===== src/rtl/core/irpd_pkg.sv =====
// ----------------------------------------------------------------------------
// IR pulse-width frame decoder package
// Shared widths, register indexes, key codes, the configuration and result
// structures, and the key table lookup.
// ----------------------------------------------------------------------------
package irpd_pkg;

  // Field and state widths.
  localparam int unsigned CfgDataW = 10;
  localparam int unsigned CfgIdxW  = 3;
  localparam int unsigned HighW    = 10;
  localparam int unsigned LowW     = 16;
  localparam int unsigned FrameW   = 16;
  localparam int unsigned BitCntW  = 6;

  // Configuration register indexes.
  localparam logic [CfgIdxW-1:0] RegStartMin   = 3'd0;
  localparam logic [CfgIdxW-1:0] RegStartMax   = 3'd1;
  localparam logic [CfgIdxW-1:0] RegOneMin     = 3'd2;
  localparam logic [CfgIdxW-1:0] RegOneMax     = 3'd3;
  localparam logic [CfgIdxW-1:0] RegZeroMin    = 3'd4;
  localparam logic [CfgIdxW-1:0] RegZeroMax    = 3'd5;
  localparam logic [CfgIdxW-1:0] RegFrameBits  = 3'd6;
  localparam logic [CfgIdxW-1:0] RegExpAddress = 3'd7;

  // High run limits.
  localparam logic [HighW-1:0] ForgetCount  = 10'd500;
  localparam logic [HighW-1:0] HighLimit    = 10'd1000;
  localparam logic [HighW-1:0] HighFallback = 10'd600;
  localparam logic [BitCntW-1:0] BitCountMax = 6'd63;

  // Key codes.
  localparam logic [2:0] KeyPower     = 3'd0;
  localparam logic [2:0] KeyWater     = 3'd1;
  localparam logic [2:0] KeyHeat      = 3'd2;
  localparam logic [2:0] KeyAdjTemp   = 3'd3;
  localparam logic [2:0] KeyKeepWarm  = 3'd4;
  localparam logic [2:0] KeyColdWater = 3'd5;

  typedef struct packed {
    logic [9:0] start_min;
    logic [9:0] start_max;
    logic [9:0] one_min;
    logic [9:0] one_max;
    logic [9:0] zero_min;
    logic [9:0] zero_max;
    logic [4:0] frame_bits;
    logic [3:0] expected_address;
  } cfg_t;

  typedef struct packed {
    logic        frame_valid;
    logic [15:0] frame_data;
    logic [3:0]  address_nibble;
    logic [7:0]  command_byte;
    logic        key_valid;
    logic [2:0]  key_code;
  } result_t;

  typedef struct packed {
    logic       hit;
    logic [2:0] code;
  } key_t;

  // Map a command byte onto its key code.
  function automatic key_t key_lookup(input logic [7:0] cmd);
    key_t k;
    k = '0;
    unique case (cmd)
      8'h81:   k = '{hit: 1'b1, code: KeyPower};
      8'hc3:   k = '{hit: 1'b1, code: KeyWater};
      8'h41:   k = '{hit: 1'b1, code: KeyHeat};
      8'h11:   k = '{hit: 1'b1, code: KeyAdjTemp};
      8'h21:   k = '{hit: 1'b1, code: KeyKeepWarm};
      8'h09:   k = '{hit: 1'b1, code: KeyColdWater};
      default: k = '0;
    endcase
    return k;
  endfunction

endpackage


===== src/rtl/core/irpd_cfg.sv =====
// ----------------------------------------------------------------------------
// IR decoder configuration registers
// Holds the eight timing and frame registers, written through a plain
// write port and masked to their widths.
// ----------------------------------------------------------------------------
module irpd_cfg import irpd_pkg::*; (
  input  logic                clk_i,
  input  logic                rst_ni,
  input  logic                cfg_we_i,
  input  logic [CfgIdxW-1:0]  cfg_index_i,
  input  logic [CfgDataW-1:0] cfg_wdata_i,
  output cfg_t                cfg_o
);

  cfg_t cfg_q;

  // Register file with reset defaults.
  always_ff @(posedge clk_i or negedge rst_ni) begin
    if (!rst_ni) begin
      cfg_q.start_min        <= 10'd80;
      cfg_q.start_max        <= 10'd100;
      cfg_q.one_min          <= 10'd50;
      cfg_q.one_max          <= 10'd80;
      cfg_q.zero_min         <= 10'd18;
      cfg_q.zero_max         <= 10'd45;
      cfg_q.frame_bits       <= 5'd12;
      cfg_q.expected_address <= 4'd11;
    end else if (cfg_we_i) begin
      unique case (cfg_index_i)
        RegStartMin:   cfg_q.start_min        <= cfg_wdata_i;
        RegStartMax:   cfg_q.start_max        <= cfg_wdata_i;
        RegOneMin:     cfg_q.one_min          <= cfg_wdata_i;
        RegOneMax:     cfg_q.one_max          <= cfg_wdata_i;
        RegZeroMin:    cfg_q.zero_min         <= cfg_wdata_i;
        RegZeroMax:    cfg_q.zero_max         <= cfg_wdata_i;
        RegFrameBits:  cfg_q.frame_bits       <= cfg_wdata_i[4:0];
        RegExpAddress: cfg_q.expected_address <= cfg_wdata_i[3:0];
        default:       cfg_q                  <= cfg_q;
      endcase
    end
  end

  assign cfg_o = cfg_q;

endmodule


===== src/rtl/core/irpd_core.sv =====
// ----------------------------------------------------------------------------
// IR decoder run counters and frame assembly
// Keeps the high and low run counters, the shift buffer, the bit count and
// the last frame, and computes the result of one line sample.
// ----------------------------------------------------------------------------
module irpd_core import irpd_pkg::*; (
  input  logic    clk_i,
  input  logic    rst_ni,
  input  cfg_t    cfg_i,
  input  logic    step_i,
  input  logic    level_i,
  output result_t result_o
);

  logic [HighW-1:0]   high_q, high_d;
  logic [LowW-1:0]    low_q, low_d;
  logic [FrameW-1:0]  sb_q, sb_d;
  logic [BitCntW-1:0] bc_q, bc_d;
  logic [FrameW-1:0]  lf_q, lf_d;

  logic [HighW-1:0]   high_inc, high_win;
  logic               in_start;
  logic [FrameW-1:0]  sb_win, sb_bit;
  logic [BitCntW-1:0] bc_win, bc_bit;
  logic [FrameW-1:0]  lf_win;
  logic               is_one, is_zero;
  logic [LowW-1:0]    low_inc;
  logic               frame_done;
  key_t               key;

  // Next state and result for the current sample.
  always_comb begin
    high_d   = high_q;
    low_d    = low_q;
    sb_d     = sb_q;
    bc_d     = bc_q;
    lf_d     = lf_q;
    result_o = '0;

    // High run: start window clears the frame under assembly.
    high_inc = high_q + 10'd1;
    in_start = (high_inc > cfg_i.start_min) && (high_inc < cfg_i.start_max);
    high_win = in_start ? cfg_i.start_max : high_inc;
    sb_win   = in_start ? '0 : sb_q;
    bc_win   = in_start ? '0 : bc_q;
    lf_win   = (high_win == ForgetCount) ? '0 : lf_q;

    // The low run that just ended decides the bit; the one window wins.
    is_one  = (low_q > LowW'(cfg_i.one_min)) && (low_q < LowW'(cfg_i.one_max));
    is_zero = !is_one && (low_q > LowW'(cfg_i.zero_min)) &&
              (low_q < LowW'(cfg_i.zero_max));
    sb_bit  = sb_win;
    bc_bit  = bc_win;
    if (is_one && (bc_win[5:4] == 2'b00)) begin
      sb_bit = sb_win | (FrameW'(1) << bc_win[3:0]);
    end
    if ((is_one || is_zero) && (bc_win != BitCountMax)) begin
      bc_bit = bc_win + 6'd1;
    end

    frame_done = (bc_bit >= BitCntW'(cfg_i.frame_bits)) && (sb_bit != lf_win);
    key        = key_lookup(sb_bit[11:4]);
    low_inc    = low_q + 16'd1;

    if (level_i) begin
      high_d = (high_win > HighLimit) ? HighFallback : high_win;
      low_d  = '0;
      sb_d   = sb_bit;
      bc_d   = bc_bit;
      lf_d   = lf_win;
      if (frame_done) begin
        lf_d                    = sb_bit;
        sb_d                    = '0;
        bc_d                    = '0;
        result_o.frame_valid    = 1'b1;
        result_o.frame_data     = sb_bit;
        result_o.address_nibble = sb_bit[3:0];
        result_o.command_byte   = sb_bit[11:4];
        if ((sb_bit[3:0] == cfg_i.expected_address) && key.hit) begin
          result_o.key_valid = 1'b1;
          result_o.key_code  = key.code;
        end
      end
    end else begin
      // Low run: a long enough gap ends the high run.
      low_d = low_inc;
      if (low_inc > LowW'(cfg_i.zero_min)) begin
        high_d = '0;
      end
    end
  end

  // State registers advance once per sample.
  always_ff @(posedge clk_i or negedge rst_ni) begin
    if (!rst_ni) begin
      high_q <= '0;
      low_q  <= '0;
      sb_q   <= '0;
      bc_q   <= '0;
      lf_q   <= '0;
    end else if (step_i) begin
      high_q <= high_d;
      low_q  <= low_d;
      sb_q   <= sb_d;
      bc_q   <= bc_d;
      lf_q   <= lf_d;
    end
  end

endmodule


===== src/rtl/core/ir_pulse_width_frame_decoder.sv =====
// ----------------------------------------------------------------------------
// IR pulse-width frame decoder
// Takes one sampled receiver level per transaction and returns one result
// per transaction: the frame fields when a new frame completes, zero else.
// ----------------------------------------------------------------------------
// The block accepts one line sample every clock cycle while the output is not
// held back, and returns exactly one result transaction per sample, in order.
// A sample goes into an input register, the run counters and frame logic act
// on it once the output register can be loaded, and the result lands in the
// output register, from which it can be taken at a clock edge
// when the output side is ready. The output register is loaded whenever it is
// empty or being taken, so input and output stall together only when the
// output is held back. Configuration writes take effect in the cycle after
// the write enable and should be issued while the block holds no sample in
// flight.
module ir_pulse_width_frame_decoder import irpd_pkg::*; (
  input  logic                clk_i,
  input  logic                rst_ni,
  input  logic                cfg_we_i,
  input  logic [CfgIdxW-1:0]  cfg_index_i,
  input  logic [CfgDataW-1:0] cfg_wdata_i,
  input  logic                in_valid_i,
  output logic                in_ready_o,
  input  logic                line_level_i,
  output logic                out_valid_o,
  input  logic                out_ready_i,
  output logic                frame_valid_o,
  output logic [15:0]         frame_data_o,
  output logic [3:0]          address_nibble_o,
  output logic [7:0]          command_byte_o,
  output logic                key_valid_o,
  output logic [2:0]          key_code_o
);

  cfg_t    cfg;
  result_t step_res;
  result_t res_q;
  logic    s1_valid_q, s1_level_q;
  logic    out_valid_q;
  logic    out_load, step_en, in_fire;

  irpd_cfg u_cfg (
    .clk_i       (clk_i),
    .rst_ni      (rst_ni),
    .cfg_we_i    (cfg_we_i),
    .cfg_index_i (cfg_index_i),
    .cfg_wdata_i (cfg_wdata_i),
    .cfg_o       (cfg)
  );

  irpd_core u_core (
    .clk_i    (clk_i),
    .rst_ni   (rst_ni),
    .cfg_i    (cfg),
    .step_i   (step_en),
    .level_i  (s1_level_q),
    .result_o (step_res)
  );

  // Flow control between input register and output register.
  assign out_load   = !out_valid_q || out_ready_i;
  assign step_en    = s1_valid_q && out_load;
  assign in_ready_o = !s1_valid_q || out_load;
  assign in_fire    = in_valid_i && in_ready_o;

  // Input register.
  always_ff @(posedge clk_i or negedge rst_ni) begin
    if (!rst_ni) begin
      s1_valid_q <= 1'b0;
    end else if (in_fire) begin
      s1_valid_q <= 1'b1;
    end else if (step_en) begin
      s1_valid_q <= 1'b0;
    end
  end

  always_ff @(posedge clk_i) begin
    if (in_fire) begin
      s1_level_q <= line_level_i;
    end
  end

  // Output register.
  always_ff @(posedge clk_i or negedge rst_ni) begin
    if (!rst_ni) begin
      out_valid_q <= 1'b0;
    end else if (out_load) begin
      out_valid_q <= s1_valid_q;
    end
  end

  always_ff @(posedge clk_i) begin
    if (step_en) begin
      res_q <= step_res;
    end
  end

  assign out_valid_o      = out_valid_q;
  assign frame_valid_o    = res_q.frame_valid;
  assign frame_data_o     = res_q.frame_data;
  assign address_nibble_o = res_q.address_nibble;
  assign command_byte_o   = res_q.command_byte;
  assign key_valid_o      = res_q.key_valid;
  assign key_code_o       = res_q.key_code;

endmodule


===== config.mk =====
export PLATFORM = sky130hd
export DESIGN_NAME = ir_pulse_width_frame_decoder
export DESIGN_NICKNAME = d
export VERILOG_FILES = /design/src/rtl/core/irpd_pkg.sv /design/src/rtl/core/irpd_cfg.sv /design/src/rtl/core/irpd_core.sv /design/src/rtl/core/ir_pulse_width_frame_decoder.sv
export SDC_FILE = /design/constraint.sdc
export NUM_CORES = 1
export LEC_CHECK = 0
export BUFFER_PORTS_ARGS = -buffer_cell sky130_fd_sc_hd__buf_2
export CORE_MARGIN = 4
export CORE_UTILIZATION = 55
export CTS_CLUSTER_DIAMETER = 50
export DETAILED_ROUTE_END_ITERATION = 10
export PLACE_DENSITY = 0.77
export SETUP_SLACK_MARGIN = 0.15
export SYNTH_ARGS = -nofsm -noshare
export SYNTH_HDL_FRONTEND = slang
export SYNTH_HIERARCHICAL = 1
export SYNTH_SLANG_ARGS = --single-unit

===== constraint.sdc =====
create_clock -name clk_i -period 17.9 [get_ports clk_i]
set_clock_uncertainty 0.1 [all_clocks]
set_input_delay 1.79 -clock clk_i [delete_from_list [all_inputs] [get_ports clk_i]]
set_output_delay 1.79 -clock clk_i [all_outputs]
set_load 0.01 [all_outputs]

After elaboration in Yosys (flattened, before gate mapping)
Index checks and enable logic that the tools add are counted.
{"block": "totals", "reg_bits": 169, "out_inout_bits": 35}
{"block": "op_classes", "addsub": 3, "magnitude_cmp": 9, "eq_ne": 17, "shift": 1, "n_mux": 18, "bitwise": 1, "reduce_logical": 32}
{"cell": "$mux W16", "n": 6}
{"cell": "$gt A16 B10 Y1", "n": 3}
{"cell": "$mux W10", "n": 4}
{"cell": "$mux W33", "n": 1}
{"cell": "$lt A16 B10 Y1", "n": 2}
{"cell": "$pmux W4 S6", "n": 1}
{"cell": "$reduce_and A2 Y1", "n": 11}
{"cell": "$mux W6", "n": 3}
{"cell": "$add A16 B1 Y16 const B", "n": 1}
{"cell": "$eq A8 B8 Y1 const B", "n": 2}
{"cell": "$ne A16 B16 Y1", "n": 1}
{"cell": "$or A16 B16 Y16", "n": 1}
{"cell": "$shl A1 B4 Y16 const A", "n": 1}
{"cell": "$eq A3 B3 Y1 const B", "n": 4}
{"cell": "$add A10 B1 Y10 const B", "n": 1}
{"cell": "$eq A10 B9 Y1 const B", "n": 1}
{"cell": "$gt A10 B10 Y1", "n": 1}
{"cell": "$gt A10 B10 Y1 const B", "n": 1}
{"cell": "$logic_and A1 B1 Y1", "n": 10}
{"cell": "$lt A10 B10 Y1", "n": 1}
{"cell": "$eq A8 B4 Y1 const B", "n": 1}
{"cell": "$eq A8 B5 Y1 const B", "n": 1}
{"cell": "$eq A8 B6 Y1 const B", "n": 1}
{"cell": "$eq A8 B7 Y1 const B", "n": 1}
{"cell": "other kinds (14)", "n": 21}

Depth between registers and ports, before layout
Gate-level depths: netlist of run 1.
{"block": "depth", "ltp_word": 12, "ltp_mapped": 32}

Hierarchy
Netlist of run 1, hierarchy kept.
{"module": "irpd_core", "instances": 1, "cells_each": 847, "area_each_um2": 6881.6, "seq_area_each_um2": 1601.5}
{"module": "irpd_cfg", "instances": 1, "cells_each": 152, "area_each_um2": 2778.9, "seq_area_each_um2": 1752.9}
{"module": "ir_pulse_width_frame_decoder", "instances": 1, "cells_each": 42, "area_each_um2": 1124.8, "seq_area_each_um2": 1071.0}

Least setup slack after synthesis of run 1
Ideal clock, no wire load.
{"block": "synth_path", "kind": "register to register", "startpoint": "register u_core.high_q[0]", "endpoint": "register res_q, in the netlist frame_data_o[11], data pin", "setup_ns": 0.251, "t_arrival_ns": 5.852, "path_slack_ns": 11.697, "stages_incl_launch_ff": 33, "period_less_slack_ns": 6.203, "path_cell_list": "dfrtp_1 > ha_1 > nand3_1 > nor2_1 > xor2_1 > ha_1 > nand4_1 > nor2_1 > a31o_2 > o211ai_1 > buf_2 > buf_2 > buf_2 > buf_2 > nand2_1 > inv_1 > ha_1 > and4_1 > nand2_1 > o21a_1 > xnor2_1 > ha_1 > nand2b_1 > a21oi_1 > nor2b_1 > o21ai_0 > nand2b_1 > a21oi_1 > o21ai_0 > a21boi_4 > clkbuf_2 > and3_1 > buf_4"}
{"block": "synth_between", "elab_chain_cells": 10, "word_cells_on_any_way": 22, "cone_classes": "add/sub: 2; order compare: 3; eq/ne: 3; shift: 1; mux: 6; bitwise: 1; reduce/logical: 6"}
{"element": "start: declaration", "line": "irpd_core.sv:15", "text": "logic [HighW-1:0] high_q, high_d;"}
{"element": "start signal: assignment", "line": "irpd_core.sv:102", "text": "high_q <= high_d;"}
{"element": "$add A10 B1 Y10 (*)", "line": "irpd_core.sv:41", "text": "high_inc = high_q + 10'd1;"}
{"element": "parallel branches: the longest is 9 deep, another holds $gt A10 B10 Y1"}
{"element": "end signal: assignment", "line": "ir_pulse_width_frame_decoder.sv:94", "text": "res_q <= step_res;"}
{"element": "end: declaration", "line": "ir_pulse_width_frame_decoder.sv:37", "text": "result_t res_q;"}
Every way passes the cells marked *.
A chain may end at the register's enable or synchronous reset.

Worst setup path in the final report of run 1
{"block": "layout_path", "startpoint": "register u_core.high_q[0]", "endpoint": "register res_q, in the netlist frame_data_o[6], data pin"}
The elaborated chain is that of the path after synthesis.

==> results of run 1 <==
## metal layers
layer / part of all wire / up-vias
li1: - / 3854
met1: 0.46 / 3953
met2: 0.45 / 298
met3: 0.066 / 39
met4: 0.022 / 0
met5: 0 / -
## cells in the final DEF, fill, tap and decap left out, types with 8 or more instances in the layout
cell type	count
a31oi_1	8
nor3b_1	10
clkbuf_16	18
ha_1	80
inv_1	97
and3_1	21
nand3_1	32
dfrtp_1	114
nor4_1	8
edfxtp_1	34
xnor2_1	23
o31ai_2	11
nand2b_1	8
buf_4	8
mux2_4	30
dfstp_2	21
nor2b_1	10
xor2_1	9
nand2_1	81
nor3_1	15
o2bb2ai_1	20
and2_1	15
o21ai_0	39
mux2_2	40
nand4_1	20
o21a_1	12
buf_2	52
mux2i_1	14
nor2_1	46
and4_1	10
a21oi_1	42
## cells by family after synthesis
family                     share of synthesized area
DFF                                            0.410
xor gates and xnor gates                      0.0260
buffers and inverters                         0.0657
muxes                                         0.0965
and+or+nand+nor                                0.154
adders and majority gates                     0.0928
AOI/OAI and AO/OA                              0.155
## layout make-up
class                           count  area (µm²)
Timing Repair Buffer               61         332
Multi-Input combinational cell    722        5660
Tap cell                          260         325
Clock inverter                     11         110
Fill cell                        1568        7330
Inverter                           97         364
Clock buffer                       21         472
Sequential cell                   169        4430
## final timing paths
path	from	end	slack [ns]	cells past startpoint
hold / removal	u_cfg/cfg_o[36]	u_cfg/cfg_o[36]	0.41	1
setup reg to reg	u_core/high_q[0]	frame_data_o[6]	11.29	23
hold reg to reg	u_cfg/cfg_o[36]	u_cfg/cfg_o[36]	0.41	1
max in group asynchronous	rst_ni	u_core/sb_q[14]	15.12	2
min in group asynchronous	rst_ni	u_cfg/cfg_o[10]	1.23	1
setup / recovery	u_core/high_q[0]	frame_data_o[6]	11.29	23
## registers in the layout (all words and copies together) (netlist names)
name / flops
frame_data_o: 16
s1_valid_q: 1
s1_level_q: 1
u_core/bc_q: 6
command_byte_o: 8
out_valid_o: 1
address_nibble_o: 4
key_code_o: 3
u_core/sb_q: 16
frame_valid_o: 1
u_core/lf_q: 16
u_cfg/cfg_o: 69
u_core/high_q: 10
key_valid_o: 1
u_core/low_q: 16
## worst reg2reg max path, cell delays in order, from the launching register on
cell       delay [ns]
dfrtp_1          0.51
ha_1             0.33
nand3_1          0.15
nor2_1           0.15
xor2_1           0.27
ha_1             0.30
and3_1           0.20
a221o_1          0.34
a31oi_1          0.22
o211ai_1         0.20
buf_4            0.25
nand2_1          0.13
inv_1            0.09
ha_1             0.26
ha_1             0.25
nand3_1          0.08
nor3_1           0.06
o21ai_0          0.49
a221oi_1         0.17
o2111ai_1        0.34
and2b_1          0.25
a21boi_4         0.51
buf_4            0.52
and3_1           0.29
## power by group through the flow
stage / Combinational [mW] / Sequential, mW / Clock (mW)
final: 0.746 / 0.571 / 0.363
after detailed placement: 0.730 / 0.575 / 0
after global placement: 0.707 / 0.572 / 0
after floorplan: 0.572 / 0.549 / 0
after CTS: 0.736 / 0.569 / 0.371
after global routing: 0.824 / 0.582 / 0.389
## stage by stage
| step | utilization | hold WS (ns) | power, mW | cells |
|---|---|---|---|---|
| 2_1_floorplan | - | 0.351 | 1.12 | 1041 |
| 3_3_place_gp | 0.584 | 0.384 | 1.28 | 1309 |
| 3_5_place_dp | 0.584 | 0.387 | 1.30 | 1309 |
| 4_1_cts | 0.614 | 0.410 | 1.68 | 1341 |
| 5_1_grt | 0.614 | 0.417 | 1.80 | 1341 |
| 6_report | 0.614 | 0.406 | 1.68 | 1341 |
==> flow_summary.toml, run 1 <==
[yosys]
synth_top_cell_by_area = "dfrtp_1"
synth_top_area_share = 0.265
synthFlopType = "dfrtp_1"
synth.most_common_cell = "dfrtp_1"
synth-edff-count = 34
synth_common_cells = "dfrtp_1 (114), inv_1 (97), nand2_1 (82), ha_1 (80), nor2_1 (46)"
ys_types = 84
synth.net_count = 1140
synthArstFlopShare = 0.799
ys_seq_area_frac = 0.410
yosys_warnings = 6
avgSynthCellArea_um2 = 10.4
ys_top_cells_by_area = "dfrtp_1 (26%), edfxtp_1 (9.5%), ha_1 (9.3%)"
synthCells = 1041
synth_seq_cells = 169
netlist_area_mm2 = 0.0108

[timing]
period_share = 0.369
fmax_ghz = 0.151
layout_setup_ws_ns = 11.29
rsz0062_at_grt = "no"
finalHoldViolations = 0
worstMarginPinSlew_ns = 1.10
setup_tns_ns = 0
slew_headroom = 0.261
fin_crit_ns = 6.61
setup_viol = 0
slew_violations = 0

[placed_design]
place_hpwl_um = 18300
place_ws_ns = 11.47
io_buffers = 53
dpl_cell_area_mm2 = 0.0111
gp_congestion = 0.914

[worst_setup_path]
cp-start-kind = "register"
crit_buf_inv = 3
path_max_fanout = 39
end_kind = "register"
path_delay_family = "compound AO/OA/AOI/OAI gates"
path_cells = "ha_1 > nand3_1 > nor2_1 > xor2_1 > ha_1 > and3_1 > a221o_1 > a31oi_1 > o211ai_1 > buf_4 > nand2_1 > inv_1 > ha_1 > ha_1 > nand3_1 > nor3_1 > o21ai_0 > a221oi_1 > o2111ai_1 > and2b_1 > a21boi_4 > buf_4 > and3_1"
crit_path_frequent_cell = "ha_1"
cp.arrival_ns = 6.79
crit_path_top_delay_cell = "dfrtp_1"
cp_slowest_stage_delay_ns = 0.51
crit_type = "reg2reg"
required_ns = 18.08

[power]
clock_power_share = 0.216
ir_drop_uv = 80.5
leakage_nw = 5.31
p_int_uw = 993
p_sw_uw = 687
pwr-share-comb = 0.444
pwr-share-seq = 0.340
sw_frac_of_total = 0.409
powerDensity_mw_per_mm2 = 144

[final_layout]
stdcell_area_mm2 = 0.0117
drive_gt1_frac = 0.201
area_growth_pct = 8.33
antenna_cells = 0
final_nets = 1167

[clocking]
cts_setup_buffers = 0
cts_buffers = 17
cts_sinks = 169
clkSlewWorstSetupHoldPaths_ns = 0.06
hold_buffers = 0
tritoncts = "done"
clk_latency_ns = 0.44
cts_resized = 0
cts_buffer_depth = 2
cts_root_buffer = "clkbuf_16"
cts_htree_levels = 4

[drt]
drtIter0Drc = 793
wl_um = 25400
via_per_inst = 6.07
wl_per_cell_um = 18.9
ant_nets = 0
drcViolationCount = 0
vias = 8144
dr.pass1.iters = 5

[global_routing]
met1_usage = 0.335
grt.busiest_layer = "met2"
grt_max_degree = 73
grt_pass1_vias = 7940
grt_util_all_layers = 0.238
met3_usage = 0.0472
use_met2 = 0.370
grt_pass1_wl_um = 41800
grt-ovfl-total = 0
grt_antenna_before_repair = 0

[min_path]
hold_class = "reg2reg"

[die]
dieWidth_um = 148
core.rowCount = 50
start_util = 0.567
ios = 54
core_area_mm2 = 0.0190
die_y_um = 148
dieArea_mm2 = 0.0219

[status]
status = "finished, final reports clean"

[job]
cap_violations = 0
No activity file was read; power rests on OpenSTA's default activity.
==> run 2, diff against run 1 <==
clock period = 6.8 ns   (was 17.9 ns; I/O delays follow)
==> run 2 against run 1 <==
Critical path depth grew 4. Clock-buffer cell count shrank 2. Global-route usage up 0.38 points. Hold slack worse by 0.28 ns. Wire length rose by 2.9%. Power rose to 2.7 times the previous value. Via count rose by 0.47%. Combinational power rose to 2.7 times the previous value. Clock power rose to 2.8 times the previous value. Flip-flop and latch count is the same. Register-to-register slack lost 11 ns. Final cell count rose by 0.30%. Critical path type unchanged.
==> flow_summary.toml, run 2 (same netlist as run 1, synthesis figures left out) <==
[timing]
holdWs_ns = 0.130
period_share = 0.902
slew_headroom = 0.246
slew_violations = 0
worstMarginPinSlew_ns = 1.13
fin_crit_ns = 6.13
finalHoldViolations = 0
setup_tns_ns = 0
rsz0062_at_grt = "no"
fmax_ghz = 0.163
setup_viol = 0

[min_path]
hold_class = "in2async"

[placed_design]
gp_congestion = 0.975
io_buffers = 53
place_inst = 1313
place_hpwl_um = 18800

[worst_setup_path]
crit_type = "reg2reg"
path_max_fanout = 16
startpoint = "u_core/high_q[0]"
end_kind = "register"
cp.arrival_ns = 6.21
cp-start-kind = "register"
required_ns = 6.88
regToRegStartpoint = "u_core/high_q[0]"

[job]
cap_violations = 0

[clocking]
cts_sinks = 169
clk_latency_ns = 0.44
cts_buffers = 17
cts_root_buffer = "clkbuf_16"
cts_resized = 0
cts_htree_levels = 4
tritoncts = "done"
cts_buffer_depth = 2
clkSlewWorstSetupHoldPaths_ns = 0.07
hold_buffers = 0
cts_setup_buffers = 0

[die]
core.rowCount = 50
ios = 54
start_util = 0.567
dieWidth_um = 148
core_area_mm2 = 0.0190
dieArea_mm2 = 0.0219
die_y_um = 148

[power]
leakage_nw = 5.35
powerDensity_mw_per_mm2 = 386
ir_drop_uv = 217

[final_layout]
largest_reg_flops = 69
final_nets = 1171
final-instance-count-excl-fill = 1345
final_common_cell = "dfrtp_1"
antenna_cells = 0
area_growth_pct = 9.06
final_cell_mix = "dfrtp_1 (114), inv_1 (97), nand2_1 (81), ha_1 (80), buf_2 (52)"
final_util = 0.618
fillers = 1563
drive_gt1_frac = 0.205

[global_routing]
grt_max_degree = 71
grt_antenna_before_repair = 0
grt_pass1_vias = 8037
grt_util_all_layers = 0.242
grt-ovfl-total = 0
grt_pass1_wl_um = 42400

[drt]
wl_um = 26100
vias = 8182
dr.pass1.iters = 7
wl_per_cell_um = 19.4
ant_nets = 0
via_per_inst = 6.08
drtIter0Drc = 620
drcViolationCount = 0

[status]
status = "finished, final reports clean"
## run 2: routing by layer
layer | track usage | part of all wire
met1 | 0.332 | 0.45
met2 | 0.383 | 0.46
met3 | 0.0487 | 0.062
met4 | 0.0873 | 0.023
met5 | 0 | 0
## run 2: final cells by class
| cell class | instances | area [µm²] | area share |
|---|---|---|---|
| clock inverters | 13 | 164 | 0.0139 |
| multi-input cells | 722 | 5660 | 0.481 |
| inverters | 97 | 364 | 0.0310 |
| repair buffers | 65 | 374 | 0.0318 |
| well taps | 260 | 325 | 0.0277 |
| flip-flops and latches | 169 | 4430 | 0.376 |
| clock buffers | 19 | 454 | 0.0386 |
## run 2: worst paths after layout
path | end | slack (ns) | cells past startpoint
setup reg to reg | command_byte_o[1] | 0.67 | 27
hold / removal | u_cfg/cfg_o[34] | 0.13 | 1
hold reg to reg | u_cfg/cfg_o[32] | 0.41 | 1
max in group asynchronous | u_core/bc_q[3] | 5.15 | 2
setup / recovery | command_byte_o[1] | 0.67 | 27
min in group clk_i | s1_level_q | 0.32 | 1
## run 2: stage by stage
step | power (mW) | setup slack, ns | instance area (µm²)
6_report | 4.54 | 0.669 | 11800
4_1_cts | 4.51 | 0.748 | 11800
3_5_place_dp | 3.47 | 0.787 | 11100
3_3_place_gp | 3.40 | 1.03 | 11100
5_1_grt | 4.82 | 0.230 | 11800
2_1_floorplan | 2.95 | 0.597 | 10800
## run 2: worst max-delay path, stage by stage (launching register included)
cell	delay, ns
dfrtp_1	0.53
ha_1	0.31
nand3_1	0.16
nor2_1	0.17
xor2_1	0.27
ha_1	0.30
and3_1	0.19
a221o_1	0.34
a31oi_1	0.19
o211ai_1	0.21
nand2_1	0.17
inv_1	0.10
ha_1	0.27
and4_1	0.22
nand2_1	0.09
o21a_1	0.22
xnor2_1	0.19
ha_1	0.27
nand2b_1	0.14
a21oi_1	0.17
nor2b_1	0.07
o21ai_0	0.15
nand2b_1	0.08
a21oi_1	0.17
o21ai_0	0.14
a21boi_4	0.22
buf_4	0.22
and4_1	0.24
## run 2: where the power goes
part / leakage [nW] / switching (mW) / total (mW) / internal, mW
Combinational: 3.04 / 1.19 / 2.01 / 0.815
Clock: 0.296 / 0.420 / 1.02 / 0.603
Sequential: 2.02 / 0.228 / 1.51 / 1.28
==> run 3, diff against run 2 <==
BUFFER_PORTS_ARGS = unset   (was -buffer_cell sky130_fd_sc_hd__buf_2)
DONT_BUFFER_PORTS = 1   (was unset)
PLACE_DENSITY = 0.74   (was 0.77)
==> run 3 against run 2 <==
Clock power shrank 12%. Critical path type unchanged. Flip-flop and latch count is the same. Combinational power shrank 2%.
==> flow_summary.toml, run 3 (same netlist as run 1, synthesis figures left out) <==
[status]
status = "finished, final reports clean"

[die]
core.rowCount = 50
dieWidth_um = 148
core_area_mm2 = 0.0190
ios = 54
start_util = 0.567
die_y_um = 148
dieArea_mm2 = 0.0219

[timing]
slew_violations = 0
worstMarginPinSlew_ns = 1.17
rsz0062_at_grt = "no"
setup_tns_ns = 0
period_share = 0.905
fin_crit_ns = 6.15
fmax_ghz = 0.163
slew_headroom = 0.219
setup_viol = 0
finalHoldViolations = 0

[drt]
drcViolationCount = 0
wl_um = 25800
ant_nets = 0
dr.pass1.iters = 5
wl_per_cell_um = 19.9
drtIter0Drc = 688
via_per_inst = 6.22
vias = 8057

[worst_setup_path]
cp.arrival_ns = 6.23
end_kind = "register"
crit_type = "reg2reg"
cp-start-kind = "register"
required_ns = 6.87
path_max_fanout = 21

[power]
pwr-share-seq = 0.346
report.power.total_mw = 4.39
p_int_mw = 2.56
powerDensity_mw_per_mm2 = 383
sw_frac_of_total = 0.415
p_sw_mw = 1.82
leakage_nw = 5.11
ir_drop_uv = 235
clock_power_share = 0.205
pwr-share-comb = 0.450

[job]
cap_violations = 0

[global_routing]
grt_antenna_before_repair = 0
grt_util_all_layers = 0.239
grt-ovfl-total = 0
grt_max_degree = 132
met1_usage = 0.343
met3_usage = 0.0500
use_met2 = 0.366
grt_pass1_wl_um = 41700
grt.busiest_layer = "met2"
grt_pass1_vias = 7724

[final_layout]
stdcell_area_mm2 = 0.0114
drive_gt1_frac = 0.166
final_util = 0.602
final-instance-count-excl-fill = 1295
final_cell_mix = "dfrtp_1 (114), inv_1 (97), nand2_1 (81), ha_1 (80), nor2_1 (46)"
antenna_cells = 0
final_common_cell = "dfrtp_1"
final_nets = 1121
area_growth_pct = 6.13
largest_reg_flops = 69
fillers = 1609

[placed_design]
dpl_cell_area_mm2 = 0.0109
io_buffers = 0
gp_congestion = 0.969
place_hpwl_um = 18300
place_inst = 1261

[clocking]
cts_setup_buffers = 0
clk_latency_ns = 0.43
cts_buffer_depth = 2
cts_resized = 0
cts_buffers = 17
cts_htree_levels = 4
tritoncts = "done"
clkSlewWorstSetupHoldPaths_ns = 0.07
cts_sinks = 169
cts_root_buffer = "clkbuf_16"

[min_path]
hold_class = "in2async"
[run 3: cell types whose count changed in the layout (fill, tap and decap cells not counted), moves of 2 or more]
cell / delta
buf_2: -52
bufinv_16: -3
buf_4: +2
clkinv_4: +2
[run 3: metal layers]
layer,vias up,routed length (µm)
met4,0,466
met2,307,11500
met1,3947,12100
li1,3760,-
met5,-,0
met3,43,1730
[run 3: power groups by stage]
stage | clock [mW] | sequential, mW | combinational, mW
after floorplan | 0 | 1.45 | 1.51
after global placement | 0 | 1.52 | 1.85
after detailed placement | 0 | 1.52 | 1.90
after CTS | 0.917 | 1.51 | 1.94
after global routing | 0.962 | 1.55 | 2.15
final | 0.898 | 1.52 | 1.97
[run 3: layout make-up]
type	instances	area [µm²]	area share
sequential	169	4430	0.387
clock buffer	19	447	0.0390
timing repair buffer	15	135	0.0118
tap	260	325	0.0284
clock inverter	13	93.8	0.00820
multi-input combinational	722	5660	0.494
inverter	97	364	0.0318
[run 3: path summary, 6_finish.rpt]
path	startpoint	endpoint	slack (ns)	cells past startpoint
min reg2reg	u_core/sb_q[9]	u_core/sb_q[9]	0.41	2
max	u_core/high_q[0]	address_nibble_o[2]	0.65	27
max in group asynchronous	rst_ni	u_cfg/cfg_o[6]	5.80	1
min	rst_ni	u_cfg/cfg_o[36]	0.06	1
max reg2reg	u_core/high_q[0]	address_nibble_o[2]	0.65	27
min in group clk_i	line_level_i	s1_level_q	0.25	0
[run 3: worst max-delay path: stages (launching register included)]
cell      delay (ns)
dfrtp_1         0.50
ha_1            0.30
nand3_1         0.15
nor2_1          0.16
xor2_1          0.28
ha_1            0.30
nand4_1         0.14
nor2_1          0.07
a31o_2          0.25
o211ai_1        0.38
nand2_1         0.17
inv_1           0.14
ha_1            0.25
and4_1          0.22
nand2_1         0.09
o21a_1          0.25
xnor2_1         0.28
ha_1            0.30
nand2b_1        0.16
a21oi_1         0.18
nor2b_1         0.06
o21ai_0         0.14
nand2b_1        0.08
a21oi_1         0.14
o21ai_0         0.11
a21boi_4        0.22
buf_4           0.24
and3_1          0.21
[run 3: stage by stage]
stage,setup WS [ns],hold slack [ns]
floorplan,0.597,0.284
global placement,1.00,0.291
detailed placement,0.820,0.290
CTS,0.751,0.156
global route,0.186,0.149
finish,0.647,0.0566
[run 3: timing repair]
item | 4_1_cts | 5_1_grt
hold buffers | 2 | 0
hold endpoints to repair | 131 | 0
setup endpoints to repair | 0 | 0
